===== config.mk =====
export PLATFORM = sky130hd
export DESIGN_NAME = alpha_weighted_colour_downsample
export DESIGN_NICKNAME = d
export VERILOG_FILES = /design/src/design/awcd_pkg.sv /design/src/design/awcd_front.sv /design/src/design/awcd_queue.sv /design/src/design/awcd_back.sv /design/src/design/alpha_weighted_colour_downsample.sv
export SDC_FILE = /design/constraint.sdc
export NUM_CORES = 1
export LEC_CHECK = 0
export BUFFER_PORTS_ARGS = -buffer_cell sky130_fd_sc_hd__buf_2
export CORE_MARGIN = 2
export CORE_UTILIZATION = 60
export CTS_CLUSTER_DIAMETER = 200
export CTS_CLUSTER_SIZE = 40
export DETAILED_ROUTE_END_ITERATION = 7
export HOLD_SLACK_MARGIN = 0.06
export PLACE_DENSITY = 0.83
export SETUP_SLACK_MARGIN = 0.4
export SYNTH_ARGS = -nofsm -noshare
export SYNTH_HDL_FRONTEND = slang
export SYNTH_SLANG_ARGS = --single-unit
export TNS_END_PERCENT = 100

===== constraint.sdc =====
create_clock -name clk -period 6.66 [get_ports clk]
set_clock_uncertainty 0.05 [all_clocks]
set_input_delay 0.333 -clock clk [delete_from_list [all_inputs] [get_ports clk]]
set_output_delay 0.333 -clock clk [all_outputs]
set_load 0.01 [all_outputs]

===== src/design/awcd_pkg.sv =====
package awcd_pkg;

  localparam int CHAN_W         = 8;
  localparam int COLOUR_SUM_W   = 22;
  localparam int WEIGHT_SUM_W   = 15;
  localparam int COVERAGE_SUM_W = 14;
  localparam int QUEUE_DEPTH    = 4;
  localparam int QUEUE_PTR_W    = 2;

  // sums of one finished cell, handed from the accumulator to the divider
  typedef struct packed {
    logic [COLOUR_SUM_W-1:0]   red_sum;
    logic [COLOUR_SUM_W-1:0]   green_sum;
    logic [COLOUR_SUM_W-1:0]   blue_sum;
    logic [WEIGHT_SUM_W-1:0]   weight_sum;
    logic [COVERAGE_SUM_W-1:0] coverage_sum;
  } cell_sums_t;

  // write side of the cell queue
  typedef struct packed {
    logic       push;
    cell_sums_t data;
  } queue_wr_t;

  // read side of the cell queue
  typedef struct packed {
    logic       empty;
    cell_sums_t data;
  } queue_rd_t;

endpackage


===== src/design/awcd_front.sv =====
module awcd_front
  import awcd_pkg::*;
(
  input  logic        clk,
  input  logic        rst,
  input  logic        s_tvalid,
  output logic        s_tready,
  input  logic [31:0] s_tdata,   // brick_colour
  input  logic        s_tlast,   // last_in_cell
  input  logic        queue_full,
  output queue_wr_t   queue_wr
);

  logic [COLOUR_SUM_W-1:0]   red_sum, green_sum, blue_sum;
  logic [WEIGHT_SUM_W-1:0]   weight_sum;
  logic [COVERAGE_SUM_W-1:0] coverage_sum;

  logic                      occupied;
  logic [CHAN_W-1:0]         alpha;
  logic [CHAN_W:0]           weight;
  logic [2*CHAN_W:0]         red_prod, green_prod, blue_prod;
  logic [COLOUR_SUM_W:0]     red_raw, green_raw, blue_raw;
  logic [WEIGHT_SUM_W:0]     weight_raw;
  logic [COVERAGE_SUM_W:0]   coverage_raw;
  cell_sums_t                acc;
  logic                      accept;

  assign s_tready = !queue_full;
  assign accept   = s_tvalid && s_tready;

  assign occupied = (s_tdata != 32'd0);
  assign alpha    = s_tdata[31:24];
  assign weight   = {1'b0, alpha} + 9'd1;

  assign red_prod   = 17'(s_tdata[7:0]) * 17'(weight);
  assign green_prod = 17'(s_tdata[15:8]) * 17'(weight);
  assign blue_prod  = 17'(s_tdata[23:16]) * 17'(weight);

  always_comb begin
    red_raw      = {1'b0, red_sum};
    green_raw    = {1'b0, green_sum};
    blue_raw     = {1'b0, blue_sum};
    weight_raw   = {1'b0, weight_sum};
    coverage_raw = {1'b0, coverage_sum};
    if (occupied) begin
      red_raw      = red_raw + 23'(red_prod);
      green_raw    = green_raw + 23'(green_prod);
      blue_raw     = blue_raw + 23'(blue_prod);
      weight_raw   = weight_raw + 16'(weight);
      coverage_raw = coverage_raw + 15'(alpha);
    end
    // saturate at the top of each width
    acc.red_sum      = red_raw[COLOUR_SUM_W] ? '1 : red_raw[COLOUR_SUM_W-1:0];
    acc.green_sum    = green_raw[COLOUR_SUM_W] ? '1 : green_raw[COLOUR_SUM_W-1:0];
    acc.blue_sum     = blue_raw[COLOUR_SUM_W] ? '1 : blue_raw[COLOUR_SUM_W-1:0];
    acc.weight_sum   = weight_raw[WEIGHT_SUM_W] ? '1 : weight_raw[WEIGHT_SUM_W-1:0];
    acc.coverage_sum = coverage_raw[COVERAGE_SUM_W] ? '1
                                                    : coverage_raw[COVERAGE_SUM_W-1:0];
  end

  assign queue_wr.push = accept && s_tlast;
  assign queue_wr.data = acc;

  always_ff @(posedge clk) begin
    if (rst) begin
      red_sum      <= '0;
      green_sum    <= '0;
      blue_sum     <= '0;
      weight_sum   <= '0;
      coverage_sum <= '0;
    end else if (accept) begin
      if (s_tlast) begin
        red_sum      <= '0;
        green_sum    <= '0;
        blue_sum     <= '0;
        weight_sum   <= '0;
        coverage_sum <= '0;
      end else begin
        red_sum      <= acc.red_sum;
        green_sum    <= acc.green_sum;
        blue_sum     <= acc.blue_sum;
        weight_sum   <= acc.weight_sum;
        coverage_sum <= acc.coverage_sum;
      end
    end
  end

endmodule


===== src/design/awcd_queue.sv =====
module awcd_queue
  import awcd_pkg::*;
(
  input  logic      clk,
  input  logic      rst,
  input  queue_wr_t queue_wr,
  output logic      queue_full,
  input  logic      pop,
  output queue_rd_t queue_rd
);

  cell_sums_t             entries [QUEUE_DEPTH];
  logic [QUEUE_PTR_W-1:0] wr_ptr, rd_ptr;
  logic [QUEUE_PTR_W:0]   count;
  logic                   do_push, do_pop;

  assign queue_full     = (count == (QUEUE_PTR_W+1)'(QUEUE_DEPTH));
  assign queue_rd.empty = (count == '0);
  assign queue_rd.data  = entries[rd_ptr];

  assign do_push = queue_wr.push && !queue_full;
  assign do_pop  = pop && !queue_rd.empty;

  always_ff @(posedge clk) begin
    if (do_push) begin
      entries[wr_ptr] <= queue_wr.data;
    end
  end

  always_ff @(posedge clk) begin
    if (rst) begin
      wr_ptr <= '0;
      rd_ptr <= '0;
      count  <= '0;
    end else begin
      if (do_push) begin
        wr_ptr <= wr_ptr + 1'b1;
      end
      if (do_pop) begin
        rd_ptr <= rd_ptr + 1'b1;
      end
      case ({do_push, do_pop})
        2'b10:   count <= count + 1'b1;
        2'b01:   count <= count - 1'b1;
        default: count <= count;
      endcase
    end
  end

endmodule


===== src/design/awcd_back.sv =====
module awcd_back
  import awcd_pkg::*;
#(
  parameter int BRICKS_PER_CELL = 64
)
(
  input  logic        clk,
  input  logic        rst,
  input  queue_rd_t   queue_rd,
  output logic        pop,
  output logic        m_tvalid,
  input  logic        m_tready,
  output logic [31:0] m_tdata,   // cell_colour
  output logic        m_tuser    // cell_occupied
);

  localparam int              DIV_STEPS   = COLOUR_SUM_W;
  localparam int              STEP_W      = $clog2(DIV_STEPS);
  localparam int              REM_W       = WEIGHT_SUM_W;
  // floor(coverage * recip >> shift) is exact for 14-bit coverage up to 512 bricks
  localparam int              RECIP_SHIFT = 23;
  localparam int              RECIP_W     = RECIP_SHIFT + 1;
  localparam int              PROD_W      = COVERAGE_SUM_W + RECIP_W;
  localparam int              QUO_W       = PROD_W - RECIP_SHIFT;
  localparam logic [RECIP_W-1:0] ALPHA_RECIP =
    RECIP_W'(((1 << RECIP_SHIFT) + BRICKS_PER_CELL - 1) / BRICKS_PER_CELL);

  typedef enum logic [1:0] {IDLE, DIVIDE, EMIT} state_t;

  state_t                  state;
  logic [STEP_W-1:0]       step_cnt;
  logic [WEIGHT_SUM_W-1:0] divisor;
  logic [COVERAGE_SUM_W-1:0] coverage;
  logic [COLOUR_SUM_W-1:0] red_num, green_num, blue_num;
  logic [REM_W-1:0]        red_rem, green_rem, blue_rem;
  logic [REM_W+COLOUR_SUM_W-1:0] red_nx, green_nx, blue_nx;
  logic [PROD_W-1:0]       alpha_prod;
  logic [QUO_W-1:0]        alpha_quo;
  logic [CHAN_W-1:0]       red_q, green_q, blue_q, alpha_q, alpha_out;

  // one restoring step: quotient bits shift into the numerator register
  function automatic logic [REM_W+COLOUR_SUM_W-1:0] div_step(
    input logic [REM_W-1:0]        rem,
    input logic [COLOUR_SUM_W-1:0] num,
    input logic [REM_W:0]          dvs
  );
    logic [REM_W:0] trial;
    logic [REM_W:0] diff;
    trial = {rem, num[COLOUR_SUM_W-1]};
    diff  = trial - dvs;
    if (trial >= dvs) begin
      return {diff[REM_W-1:0], num[COLOUR_SUM_W-2:0], 1'b1};
    end
    return {trial[REM_W-1:0], num[COLOUR_SUM_W-2:0], 1'b0};
  endfunction

  function automatic logic [CHAN_W-1:0] clamp(input logic [COLOUR_SUM_W-1:0] q);
    return (q[COLOUR_SUM_W-1:CHAN_W] != '0) ? '1 : q[CHAN_W-1:0];
  endfunction

  assign pop = (state == IDLE) && !queue_rd.empty;

  assign red_nx   = div_step(red_rem, red_num, {1'b0, divisor});
  assign green_nx = div_step(green_rem, green_num, {1'b0, divisor});
  assign blue_nx  = div_step(blue_rem, blue_num, {1'b0, divisor});

  // coverage divided by the bricks per cell through a constant reciprocal
  assign alpha_prod = PROD_W'(coverage) * PROD_W'(ALPHA_RECIP);
  assign alpha_quo  = alpha_prod[PROD_W-1:RECIP_SHIFT];

  assign red_q     = clamp(red_num);
  assign green_q   = clamp(green_num);
  assign blue_q    = clamp(blue_num);
  assign alpha_q   = (alpha_quo[QUO_W-1:CHAN_W] != '0) ? '1 : alpha_quo[CHAN_W-1:0];
  assign alpha_out = (alpha_q == '0) ? CHAN_W'(1) : alpha_q;

  always_ff @(posedge clk) begin
    if (rst) begin
      state    <= IDLE;
      step_cnt <= '0;
      m_tvalid <= 1'b0;
    end else begin
      if (m_tvalid && m_tready && state != EMIT) begin
        m_tvalid <= 1'b0;
      end
      case (state)
        IDLE: begin
          if (pop) begin
            divisor   <= queue_rd.data.weight_sum;
            red_num   <= queue_rd.data.red_sum;
            green_num <= queue_rd.data.green_sum;
            blue_num  <= queue_rd.data.blue_sum;
            coverage  <= queue_rd.data.coverage_sum;
            red_rem   <= '0;
            green_rem <= '0;
            blue_rem  <= '0;
            step_cnt  <= '0;
            state     <= DIVIDE;
          end
        end
        DIVIDE: begin
          {red_rem, red_num}     <= red_nx;
          {green_rem, green_num} <= green_nx;
          {blue_rem, blue_num}   <= blue_nx;
          step_cnt <= step_cnt + 1'b1;
          if (step_cnt == STEP_W'(DIV_STEPS-1)) begin
            state <= EMIT;
          end
        end
        EMIT: begin
          if (!m_tvalid || m_tready) begin
            m_tvalid <= 1'b1;
            if (divisor == '0) begin
              m_tdata <= '0;
              m_tuser <= 1'b0;
            end else begin
              m_tdata <= {alpha_out, blue_q, green_q, red_q};
              m_tuser <= 1'b1;
            end
            state <= IDLE;
          end
        end
        default: state <= IDLE;
      endcase
    end
  end

endmodule


===== src/design/alpha_weighted_colour_downsample.sv =====
// alpha weighted colour downsample: takes one packed rgba brick word per cycle
// while the queue has room and, on the word marked last of its cell, produces
// one averaged cell word. the accumulator takes a brick every cycle unless the
// queue is full; finished cell sums wait in the four-entry queue for the
// divider (a 22-step restoring divide run in parallel for the three colour
// channels against the shared weight sum, while the coverage is divided by
// the parameter BRICKS_PER_CELL with a constant reciprocal multiply). with the
// output not stalled, cells with as many bricks as the divider spends cycles
// on a cell, or more, stream at one brick per cycle; shorter cells are paced
// by the divider once the queue fills. sums saturate at their widths.
module alpha_weighted_colour_downsample
  import awcd_pkg::*;
#(
  parameter int BRICKS_PER_CELL = 64   // 1 to 512, divisor for the alpha
)
(
  input  logic        clk,
  input  logic        rst,
  // brick request stream
  input  logic        s_tvalid,
  output logic        s_tready,
  input  logic [31:0] s_tdata,   // brick_colour
  input  logic        s_tlast,   // last_in_cell
  // cell result stream
  output logic        m_tvalid,
  input  logic        m_tready,
  output logic [31:0] m_tdata,   // cell_colour
  output logic        m_tuser    // cell_occupied
);

  // front to queue
  queue_wr_t queue_wr;
  logic      queue_full;
  // queue to back
  queue_rd_t queue_rd;
  logic      pop;

  // accumulator: weighted sums over the bricks of the current cell
  awcd_front u_front (
    .clk        (clk),
    .rst        (rst),
    .s_tvalid   (s_tvalid),
    .s_tready   (s_tready),
    .s_tdata    (s_tdata),
    .s_tlast    (s_tlast),
    .queue_full (queue_full),
    .queue_wr   (queue_wr)
  );

  // finished cell sums waiting for the divider
  awcd_queue u_queue (
    .clk        (clk),
    .rst        (rst),
    .queue_wr   (queue_wr),
    .queue_full (queue_full),
    .pop        (pop),
    .queue_rd   (queue_rd)
  );

  // divider and output register
  awcd_back #(
    .BRICKS_PER_CELL (BRICKS_PER_CELL)
  ) u_back (
    .clk      (clk),
    .rst      (rst),
    .queue_rd (queue_rd),
    .pop      (pop),
    .m_tvalid (m_tvalid),
    .m_tready (m_tready),
    .m_tdata  (m_tdata),
    .m_tuser  (m_tuser)
  );

endmodule

### Word level (Yosys, flattened, before mapping)

Memories as Yosys holds them, arrays and structs flattened. A register that Yosys moved wholly into a read port is not among the register bits.
Cells that the tools add are included.

| cells by class | value |
|---|---|
| reduce and logical (&&, ||, !) cells | 27 |
| add/sub/neg operators | 14 |
| equality and inequality tests | 10 |
| $mul | 3 |
| order comparisons | 3 |
| muxes and demuxes | 53 |
| bitwise logic cells | 1 |

Operators by type and width:

| operator | count |
|---|---|
| 37-bit two-way mux | 6 |
| 22-bit two-way mux | 9 |
| 22-bit one-hot mux with 2 select lines | 3 |
| 15-bit one-hot mux with 2 select lines | 3 |
| 22-bit by 17-bit adder with 23-bit output | 3 |
| 23-bit two-way mux | 3 |
| 15-bit two-way mux | 4 |
| 8-bit by 9-bit multiplier with 17-bit output | 3 |
| 16-bit by 15-bit >= comparator with 1-bit output | 3 |
| 15-bit subtractor | 3 |
| 14-bit nonzero test | 3 |
| 32-bit nonzero test | 1 |
| 14-bit two-way mux | 2 |
| 8-bit two-way mux | 3 |
| 15-bit by 9-bit adder with 16-bit output | 1 |
| 16-bit two-way mux | 1 |
| 14-bit by 8-bit adder with 15-bit output | 1 |
| 15-bit zero test | 1 |
| 3-bit AND reduction | 4 |
| 1-bit two-way mux | 10 |
| 2-bit two-way mux | 5 |
| 5-bit one-hot mux with 2 select lines | 1 |
| 8-bit by 1-bit adder with 9-bit output (second input constant) | 1 |
| 8-bit zero test | 1 |
| 22 further kinds | 36 |

| word-level totals | value |
|---|---|
| input bits | 37 |
| memories | 1 |
| word-level logic and storage cells | 134 |
| bits in registers | 283 |
| memory bits (writable) | 380 |
| output and inout port bits | 35 |

Memory list:

| name | depth | width | read ports | clocked after memory_dff | write ports | line | RTL |
|---|---|---|---|---|---|---|---|
| u_queue.entries | 4 | 95 | 1 | 1 | 1 | awcd_queue.sv:12 | `cell_sums_t entries [QUEUE_DEPTH];` |

### Depth between registers and ports, before layout

Gate-level depths: netlist (run 1).

| logic depth | value |
|---|---|
| depth after elaboration | 7 |
| gate-level depth with buffers | 25 |

### Cells and area by module

From an unflattened synthesis (run 1), not the netlist that was laid out.

| unflattened totals | value |
|---|---|
| cells, all modules | 3,290 |
| area total of the unflattened synthesis | 38,419.3 µm² |

By module, submodules not included:

| module | cells each | area an instance (µm²) | sequential area each (µm²) | instances |
|---|---|---|---|---|
| awcd_front | 1,798 | 14,610.3 | 1,901.8 | 1 |
| awcd_queue | 551 | 14,222.4 | 11,591.1 | 1 |
| awcd_back | 941 | 9,586.7 | 5,175.0 | 1 |

### Worst setup path before layout (run 1)

OpenSTA, ideal clock, no wires.

| timing path | value |
|---|---|
| path type | input port to flip-flop |
| start point | in rst |
| end point | reg u_back.blue_num[0] (enable) |
| setup time | 0.582 ns |
| arrival | 5.386 ns |
| required time | 6.028 ns |
| path buffers | 2 |
| slack | 0.642 ns |
| stages on the path | 3 |
| cell sequence | clkbuf_1 -> buf_1 -> nor2_1 |

| on the way | value |
|---|---|
| cells in the longest elaborated chain, start to end | 2 |

Ends and longest elaborated chain:

| item | line | RTL |
|---|---|---|
| start: declaration | alpha_weighted_colour_downsample.sv:18 | `input logic rst,` |
| 1-bit inverter (no source line) | n/a |  |
| 3-bit AND reduction (no source line) | n/a |  |
| end signal: assignment | awcd_back.sv:92 | `blue_num <= queue_rd.data.blue_sum;` |
| end signal: assignment | awcd_back.sv:104 | `{blue_rem, blue_num} <= blue_nx;` |
| end: declaration | awcd_back.sv:34 | `logic [COLOUR_SUM_W-1:0] red_num, green_num, blue_num;` |

No other way between the ends.
A chain may end at the register's enable or synchronous reset.

==> results of run 1 <==
-- flip-flops by register name, summed over array words and instances (netlist names), 3 cells and up, named ones only --
signal                flops
u_back.blue_num          22
u_back.blue_rem          15
u_back.coverage           8
u_back.divisor           15
u_back.green_num         22
u_back.green_rem         15
u_back.m_tdata           32
u_back.red_num           22
u_back.red_rem           15
u_back.step_cnt           5
u_front.blue_sum         22
u_front.coverage_sum     14
u_front.green_sum        22
u_front.red_sum          22
u_front.weight_sum       15
u_queue.count             3
u_queue.entries         356
-- cell usage after synthesis, drive strengths merged (7+ instances only) --
library cell / n / share of area, %
edfxtp: 523 / 42
nand2: 443 / 4.5
inv: 356 / 3.6
ha: 197 / 6.6
fa: 177 / 9.6
nor2: 161 / 1.6
a21oi: 135 / 1.8
o21ai: 127 / 1.7
and2: 115 / 1.9
dfxtp: 112 / 6.0
mux4: 89 / 5.4
clkbuf: 86 / 0.89
buf: 64 / 0.90
a21o: 52 / 1.1
nand3: 49 / 0.67
xnor2: 49 / 1.2
xor2: 47 / 1.1
a22o: 41 / 0.97
o21a: 40 / 0.81
nor3: 37 / 0.53
nor2b: 31 / 0.52
nor4: 25 / 0.42
nand4: 24 / 0.42
a211oi: 23 / 0.52
a31oi: 22 / 0.37
nand2b: 22 / 0.37
o211ai: 22 / 0.45
mux2i: 16 / 0.43
and3: 15 / 0.25
or2: 10 / 0.17
or3: 10 / 0.17
o21bai: 8 / 0.16
o31a: 8 / 0.19
o31ai: 7 / 0.14
-- through the flow --
| step | instances | setup slack [ns] |
|---|---|---|
| global placement | 3984 | 0.522 |
| floorplan | 3228 | 0.642 |
| CTS | 4019 | 0.928 |
| detailed placement | 3984 | 0.327 |
| global route | 4020 | 0.486 |
| finish | 4020 | 0.852 |
-- layer usage --
metal	vias up	part of all wire [%]	track usage, %
met5	-	0	0
met4	0	1.7	5.38
met1	12100	43	38.8
met3	96	8.3	3.13
met2	1093	47	41.2
li1	11200	-	-
-- report_power, final --
part	leakage, nW	switching (W)	total, W	internal (W)
sequential	5.74	0.000410	0.00634	0.00593
clock	0.254	0.00110	0.00166	0.000558
combinational	9.56	0.00521	0.00842	0.00321
-- kinds of logic after synthesis --
group / after synthesis / synth area share (%)
fa+ha+maj: 374 / 16.2
mux: 110 / 5.99
simple gates: 964 / 12.1
compound gates: 542 / 9.65
xor+xnor: 96 / 2.27
flops: 635 / 48.4
buf+inv: 507 / 5.40
-- cell type report --
cell class,count,area share [%]
Multi-Input combinational cell,2086,44.5
Inverter,357,3.45
Antenna cell,1,0.00645
Clock inverter,2,0.0419
Clock buffer,32,1.35
Timing Repair Buffer,117,1.84
Sequential cell,635,46.3
Tap cell,790,2.55
-- how the worst max path moves through the flow --
stage / startpoint / endpoint / slack, ns / depth (start not counted)
final: s_tdata[24] / u_queue.entries[2][34] / 0.85 / 22
after global routing: s_tdata[24] / u_queue.entries[3][34] / 0.49 / 22
after CTS: s_tdata[24] / u_queue.entries[2][34] / 0.93 / 22
after detailed placement: s_tdata[24] / u_queue.entries[2][44] / 0.33 / 22
after global placement: s_tdata[24] / u_queue.entries[1][78] / 0.52 / 23
after floorplan: rst / u_back.blue_num[0] / 0.64 / 3
-- worst max-delay path, stage by stage --
cell,delay [ns]
sky130_fd_sc_hd__buf_2,0.13
sky130_fd_sc_hd__buf_4,0.29
sky130_fd_sc_hd__clkinv_1,0.13
sky130_fd_sc_hd__ha_1,0.32
sky130_fd_sc_hd__buf_4,0.18
sky130_fd_sc_hd__nand2_1,0.09
sky130_fd_sc_hd__fa_1,0.49
sky130_fd_sc_hd__fa_1,0.54
sky130_fd_sc_hd__inv_1,0.05
sky130_fd_sc_hd__fa_1,0.53
sky130_fd_sc_hd__inv_1,0.05
sky130_fd_sc_hd__fa_1,0.54
sky130_fd_sc_hd__inv_1,0.05
sky130_fd_sc_hd__ha_1,0.35
sky130_fd_sc_hd__a21oi_1,0.21
sky130_fd_sc_hd__o21ai_1,0.14
sky130_fd_sc_hd__o2111ai_1,0.32
sky130_fd_sc_hd__a21oi_1,0.14
sky130_fd_sc_hd__o31a_1,0.38
sky130_fd_sc_hd__nand3_2,0.35
sky130_fd_sc_hd__o21ai_0,0.23
sky130_fd_sc_hd__a21o_1,0.23
-- what timing repair did --
item,in CTS,in global routing
endpoints found under the setup margin,0,0
hold endpoints to repair,1,0
gates resized for setup,0,0
hold buffers,1,0
==> metrics.txt, run 1 <==
run status complete, no violations; Worst-path clk slew 0.13 ns; starting density of the core 60.4%; FF/Latch Area 0.0180 mm^2; Tot Pwr 0.0164 W; final weighted congestion of routability-driven global placement 0.895; Hold Path Class input port to flop; height of the chip 253 um; core region area 0.0614 mm^2; Die Area 0.0638 mm^2; Total Negative Setup Slacks 0 ns; launch instance of the worst register-to-register path u_front.red_sum[6]; mean post-synth cell area 11.5 um^2; initial antenna violation count 1; Fillers 4,553; most frequently used flop master after synthesis sky130_fd_sc_hd__edfxtp_1; TritonRoute pass-1 iters 6; actual slew at the worst max-slew pin 1.04 ns; x dimension of the die 253 um; Slew HR 30.4%; Ports 72; fraction of the cycle the final worst path needs 87.2%; Hold Slack 0.200 ns; FF-to-FF End u_front.red_sum[13]; Worst Min Path Start s_tlast; Worst R2R Path Depth 17; number of distinct library cells after synthesis 81; Design Area, Final 0.0388 mm^2; setup repair after global routing missed its margin false; max capacitance violation total 0; mean number of vias per cell 6.11; worst hold path cell count 3; Max Fclk 172 MHz; area of placed instances 0.0382 mm^2; Worst Setup Path Type input port to flop; final-report max-slew violation count 0; final core utilization 63.2%; power per unit of standard cell area 423 mW/mm^2; number of setup buffers added after CTS 0; maximum clock insertion buffer count 3; async set or reset register ratio after synthesis 0%; WHS Endpoint u_queue.wr_ptr[1]; netlist area before placement 0.0371 mm^2; CP Max Fanout 18; count of routing violations after the opening detailed-route iteration 2,572; Detail Placement HPWL 58,900 um; total setup violations reported at the end of the flow 0; # nets final 3,627; synthesized netlist cell count 3,228; latest clock arrival within the worst-skew pair 0.59 ns; register-to-register setup slack 1.28 ns; via count of the first global-routing pass 24,000; final antenna-violating net count 0; Cell Rows 91; number of sinks driven by the clock tree 635; total nets after synthesis 3,639; leakage power of the design 15.6 nW; commonest cells after routing, fill and taps aside 523 x sky130_fd_sc_hd__edfxtp_1, 442 x sky130_fd_sc_hd__nand2_1, 356 x sky130_fd_sc_hd__inv_1; worst-case vdd ir drop 0.231 mV; hold violation count in the final report 0; maximum number of pins on one net before global-route repair 79; most frequent standard cell in the layout excluding fill and tap cells sky130_fd_sc_hd__edfxtp_1; post-synthesis sequential area ratio 48.4%; root buffer cell sky130_fd_sc_hd__clkbuf_16; critical path arrival 6.09 ns; Critical Path RT 6.94 ns; flip-flop and latch count after synthesis 635; area overhead of the layout relative to synthesis 4.61%; post-layout min period 5.81 ns; count of input and output buffers 71; layout cells sized above 1 8.58%; remaining design rule violation count 0; number of enable-type register cells in the synthesized netlist 523; Total Routing Usage GR 25.9%; global-route wire length before repair 131,000 um; total vias in the final route 24,600; DR WL/cell 20.3 um; kind of launch point of the worst setup path input port; remaining global-route overflow 0; count of H-tree levels built during CTS 1; CTS tree yes; overall routed net length 81,800 um; Synth Warn # 0; element type at the critical path end flop; TritonCTS buffer count 19; multi-input logic area 0.0173 mm^2
No activity file was read; power rests on OpenSTA's default activity.
==> run 2, diff against run 1 <==
- CELL_PAD_IN_SITES_DETAIL_PLACEMENT: not set -> 0
- CELL_PAD_IN_SITES_GLOBAL_PLACEMENT: not set -> 1
- CORE_UTILIZATION: 60 -> 52
- PLACE_DENSITY: 0.83 -> 0.87
==> metrics.txt, run 2 (synthesized netlist as in run 1, its figures left out) <==
run status complete, no violations; max capacitance violation total 0 (unchanged); Resized Gates After CTS 0 (unchanged); fraction of the cycle the final worst path needs 87.8% (+0.59 points); post-layout min period 5.85 ns (+0.0394 ns); actual slew at the worst max-slew pin 1.08 ns (+0.0314 ns); x dimension of the die 271 um (+7.3%); area overhead of the layout relative to synthesis 5.10%; crit path cell chain buf_2 -> ha_1 -> nand3_1 -> nor2_1 -> xor2_2 -> buf_4 -> nand2_1 -> fa_1 -> inv_1 -> fa_1 -> inv_1 -> fa_1 -> fa_1 -> inv_1 -> ha_1 -> o21ai_0 -> o21bai_1 -> o31a_1 -> a221oi_2 -> o22ai_2 -> and4_4 -> a31oi_1 -> nand2_1; total setup violations reported at the end of the flow 0 (unchanged); Top Family by Delay on Critical Path adder cells; setup repair after global routing missed its margin false; Max Fclk 171 MHz (-0.67%); number of sinks driven by the clock tree 635 (unchanged); most frequent standard cell in the layout excluding fill and tap cells sky130_fd_sc_hd__edfxtp_1; number of diodes added for antenna fixing 0 (-1); FF/Latch Area 0.0180 mm^2 (unchanged); Hold Path Class input port to flop; Die Area 0.0735 mm^2 (+15%); overall routed net length 83,700 um (+2.4%); final-report max-slew violation count 0 (unchanged); via count of the first global-routing pass 23,900 (-0.61%); multi-input logic area 0.0173 mm^2 (unchanged); # nets final 3,619 (-0.22%); DR WL/cell 20.1 um (-1.0%); leakage power of the design 15.5 nW (-0.15%); count of H-tree levels built during CTS 1 (unchanged); kind of launch point of the worst setup path input port; initial antenna violation count 0 (-1); worst-case vdd ir drop 0.239 mV (+3.7%); latest clock arrival within the worst-skew pair 0.59 ns (about the same); maximum number of pins on one net before global-route repair 90 (+14%); count of routing violations after the opening detailed-route iteration 2,065 (-20%); max FFs per register 356 (unchanged); Worst-path clk slew 0.14 ns (about the same); final core utilization 55.5% (-7.8 points); power per unit of standard cell area 422 mW/mm^2 (-0.23%); TritonCTS buffer count 19 (unchanged); element type at the critical path end flop; number of buffer and inverter stages on the critical path 5 (-2); mean number of vias per cell 5.80 (-5.1%); root buffer cell sky130_fd_sc_hd__clkbuf_16; register containing the most flip-flops in the final layout u_queue.entries; TritonRoute pass-1 iters 5 (-1); Ports 72 (unchanged); Cell Rows 97 (+6.6%); core region area 0.0703 mm^2 (+15%); Total Routing Usage GR 22.9% (-3.0 points); most common cell type on the critical path sky130_fd_sc_hd__fa_1; remaining global-route overflow 0 (unchanged); critical path's largest stage delay 0.51 ns (-0.03 ns); final weighted congestion of routability-driven global placement 0.889 (-0.61%); count of input and output buffers 71 (unchanged); hold violation count in the final report 0 (unchanged); maximum clock insertion buffer count 3 (unchanged); Critical Path RT 6.91 ns (-0.03 ns); Total Negative Setup Slacks 0 ns (unchanged); Top Registers u_queue.entries: 356 flops, u_back.m_tdata: 32 flops; Design Area, Final 0.0390 mm^2 (+0.46%); final antenna-violating net count 0 (unchanged); remaining design rule violation count 0 (unchanged); CTS tree yes; area of placed instances 0.0384 mm^2 (+0.50%); number of setup buffers added after CTS 0 (unchanged); Slew HR 28.3% (-2.1 points); Detail Placement HPWL 61,500 um (+4.4%); Worst Setup Path Type input port to flop; commonest cells after routing, fill and taps aside 523 x sky130_fd_sc_hd__edfxtp_1, 442 x sky130_fd_sc_hd__nand2_1, 356 x sky130_fd_sc_hd__inv_1; layout cells sized above 1 8.35% (-0.22 points); global-route wire length before repair 134,000 um (+2.3%); Worst Setup Slack post-DPL 0.252 ns (-0.0748 ns); critical path arrival 6.09 ns (about the same); CP Max Fanout 17 (-1); CTS Hold Bufs 0 (-1); cell with the biggest individual delay on the critical path sky130_fd_sc_hd__fa_1; Fillers 5,856 (+29%); total vias in the final route 24,100 (-1.8%); crit path setup slack, layout 0.813 ns (-0.0394 ns); starting density of the core 52.8% (-7.7 points); height of the chip 271 um (+7.3%)
-- run 2: where the power goes --
part | switching, W | internal [W] | total (W)
logic | 0.00525 | 0.00323 | 0.00848
registers | 0.000401 | 0.00593 | 0.00633
clock network | 0.00110 | 0.000555 | 0.00165
total | 0.00675 | 0.00971 | 0.0165
-- run 2: worst reg2reg max path, stage by stage (launching register included) --
cell,delay [ns]
sky130_fd_sc_hd__dfxtp_1,0.41
sky130_fd_sc_hd__inv_1,0.14
sky130_fd_sc_hd__fa_1,0.55
sky130_fd_sc_hd__inv_1,0.05
sky130_fd_sc_hd__fa_1,0.49
sky130_fd_sc_hd__inv_1,0.06
sky130_fd_sc_hd__fa_1,0.49
sky130_fd_sc_hd__fa_1,0.50
sky130_fd_sc_hd__inv_1,0.04
sky130_fd_sc_hd__ha_1,0.32
sky130_fd_sc_hd__o21ai_0,0.10
sky130_fd_sc_hd__o21bai_1,0.13
sky130_fd_sc_hd__o31a_1,0.34
sky130_fd_sc_hd__a221oi_2,0.45
sky130_fd_sc_hd__o22ai_2,0.21
sky130_fd_sc_hd__and4_4,0.29
sky130_fd_sc_hd__a31oi_1,0.29
sky130_fd_sc_hd__nand2_1,0.18
-- run 2: metal layers --
metal	global-route usage, %	vias to the layer above	routed length, um
met5	0	-	0
met4	3.31	0	875
met3	1.65	47	4680
met2	36.9	700	38900
met1	35.0	12100	39300
li1	-	11200	-
-- run 2: layout make-up --
cell class,instances,share of cell area [%]
Sequential cell,635,46.1
Multi-Input combinational cell,2086,44.3
Inverter,357,3.44
Tap cell,940,3.02
Timing Repair Buffer,109,1.85
Clock buffer,32,1.35
Clock inverter,1,0.0193
-- run 2: final timing paths --
kind                            slack, ns  cells past startpoint                     end                start
worst max-delay path                 0.81                     23  u_queue.entries[0][84]          s_tdata[24]
worst min-delay path                 0.09                      3         u_back.m_tvalid             m_tready
worst max register to register       1.28                     17  u_queue.entries[0][84]   u_front.red_sum[6]
worst min register to register       0.41                      2     u_front.red_sum[15]  u_front.red_sum[15]
-- run 2: through the flow --
stage | std cells | hold WS, ns | total power [W]
finish | 4160 | 0.0919 | 0.0165
CTS | 4159 | 0.0696 | 0.0165
global placement | 4126 | 0.385 | 0.0145
floorplan | 3228 | 0.375 | 0.0126
global route | 4160 | 0.0960 | 0.0177
detailed placement | 4126 | 0.398 | 0.0148
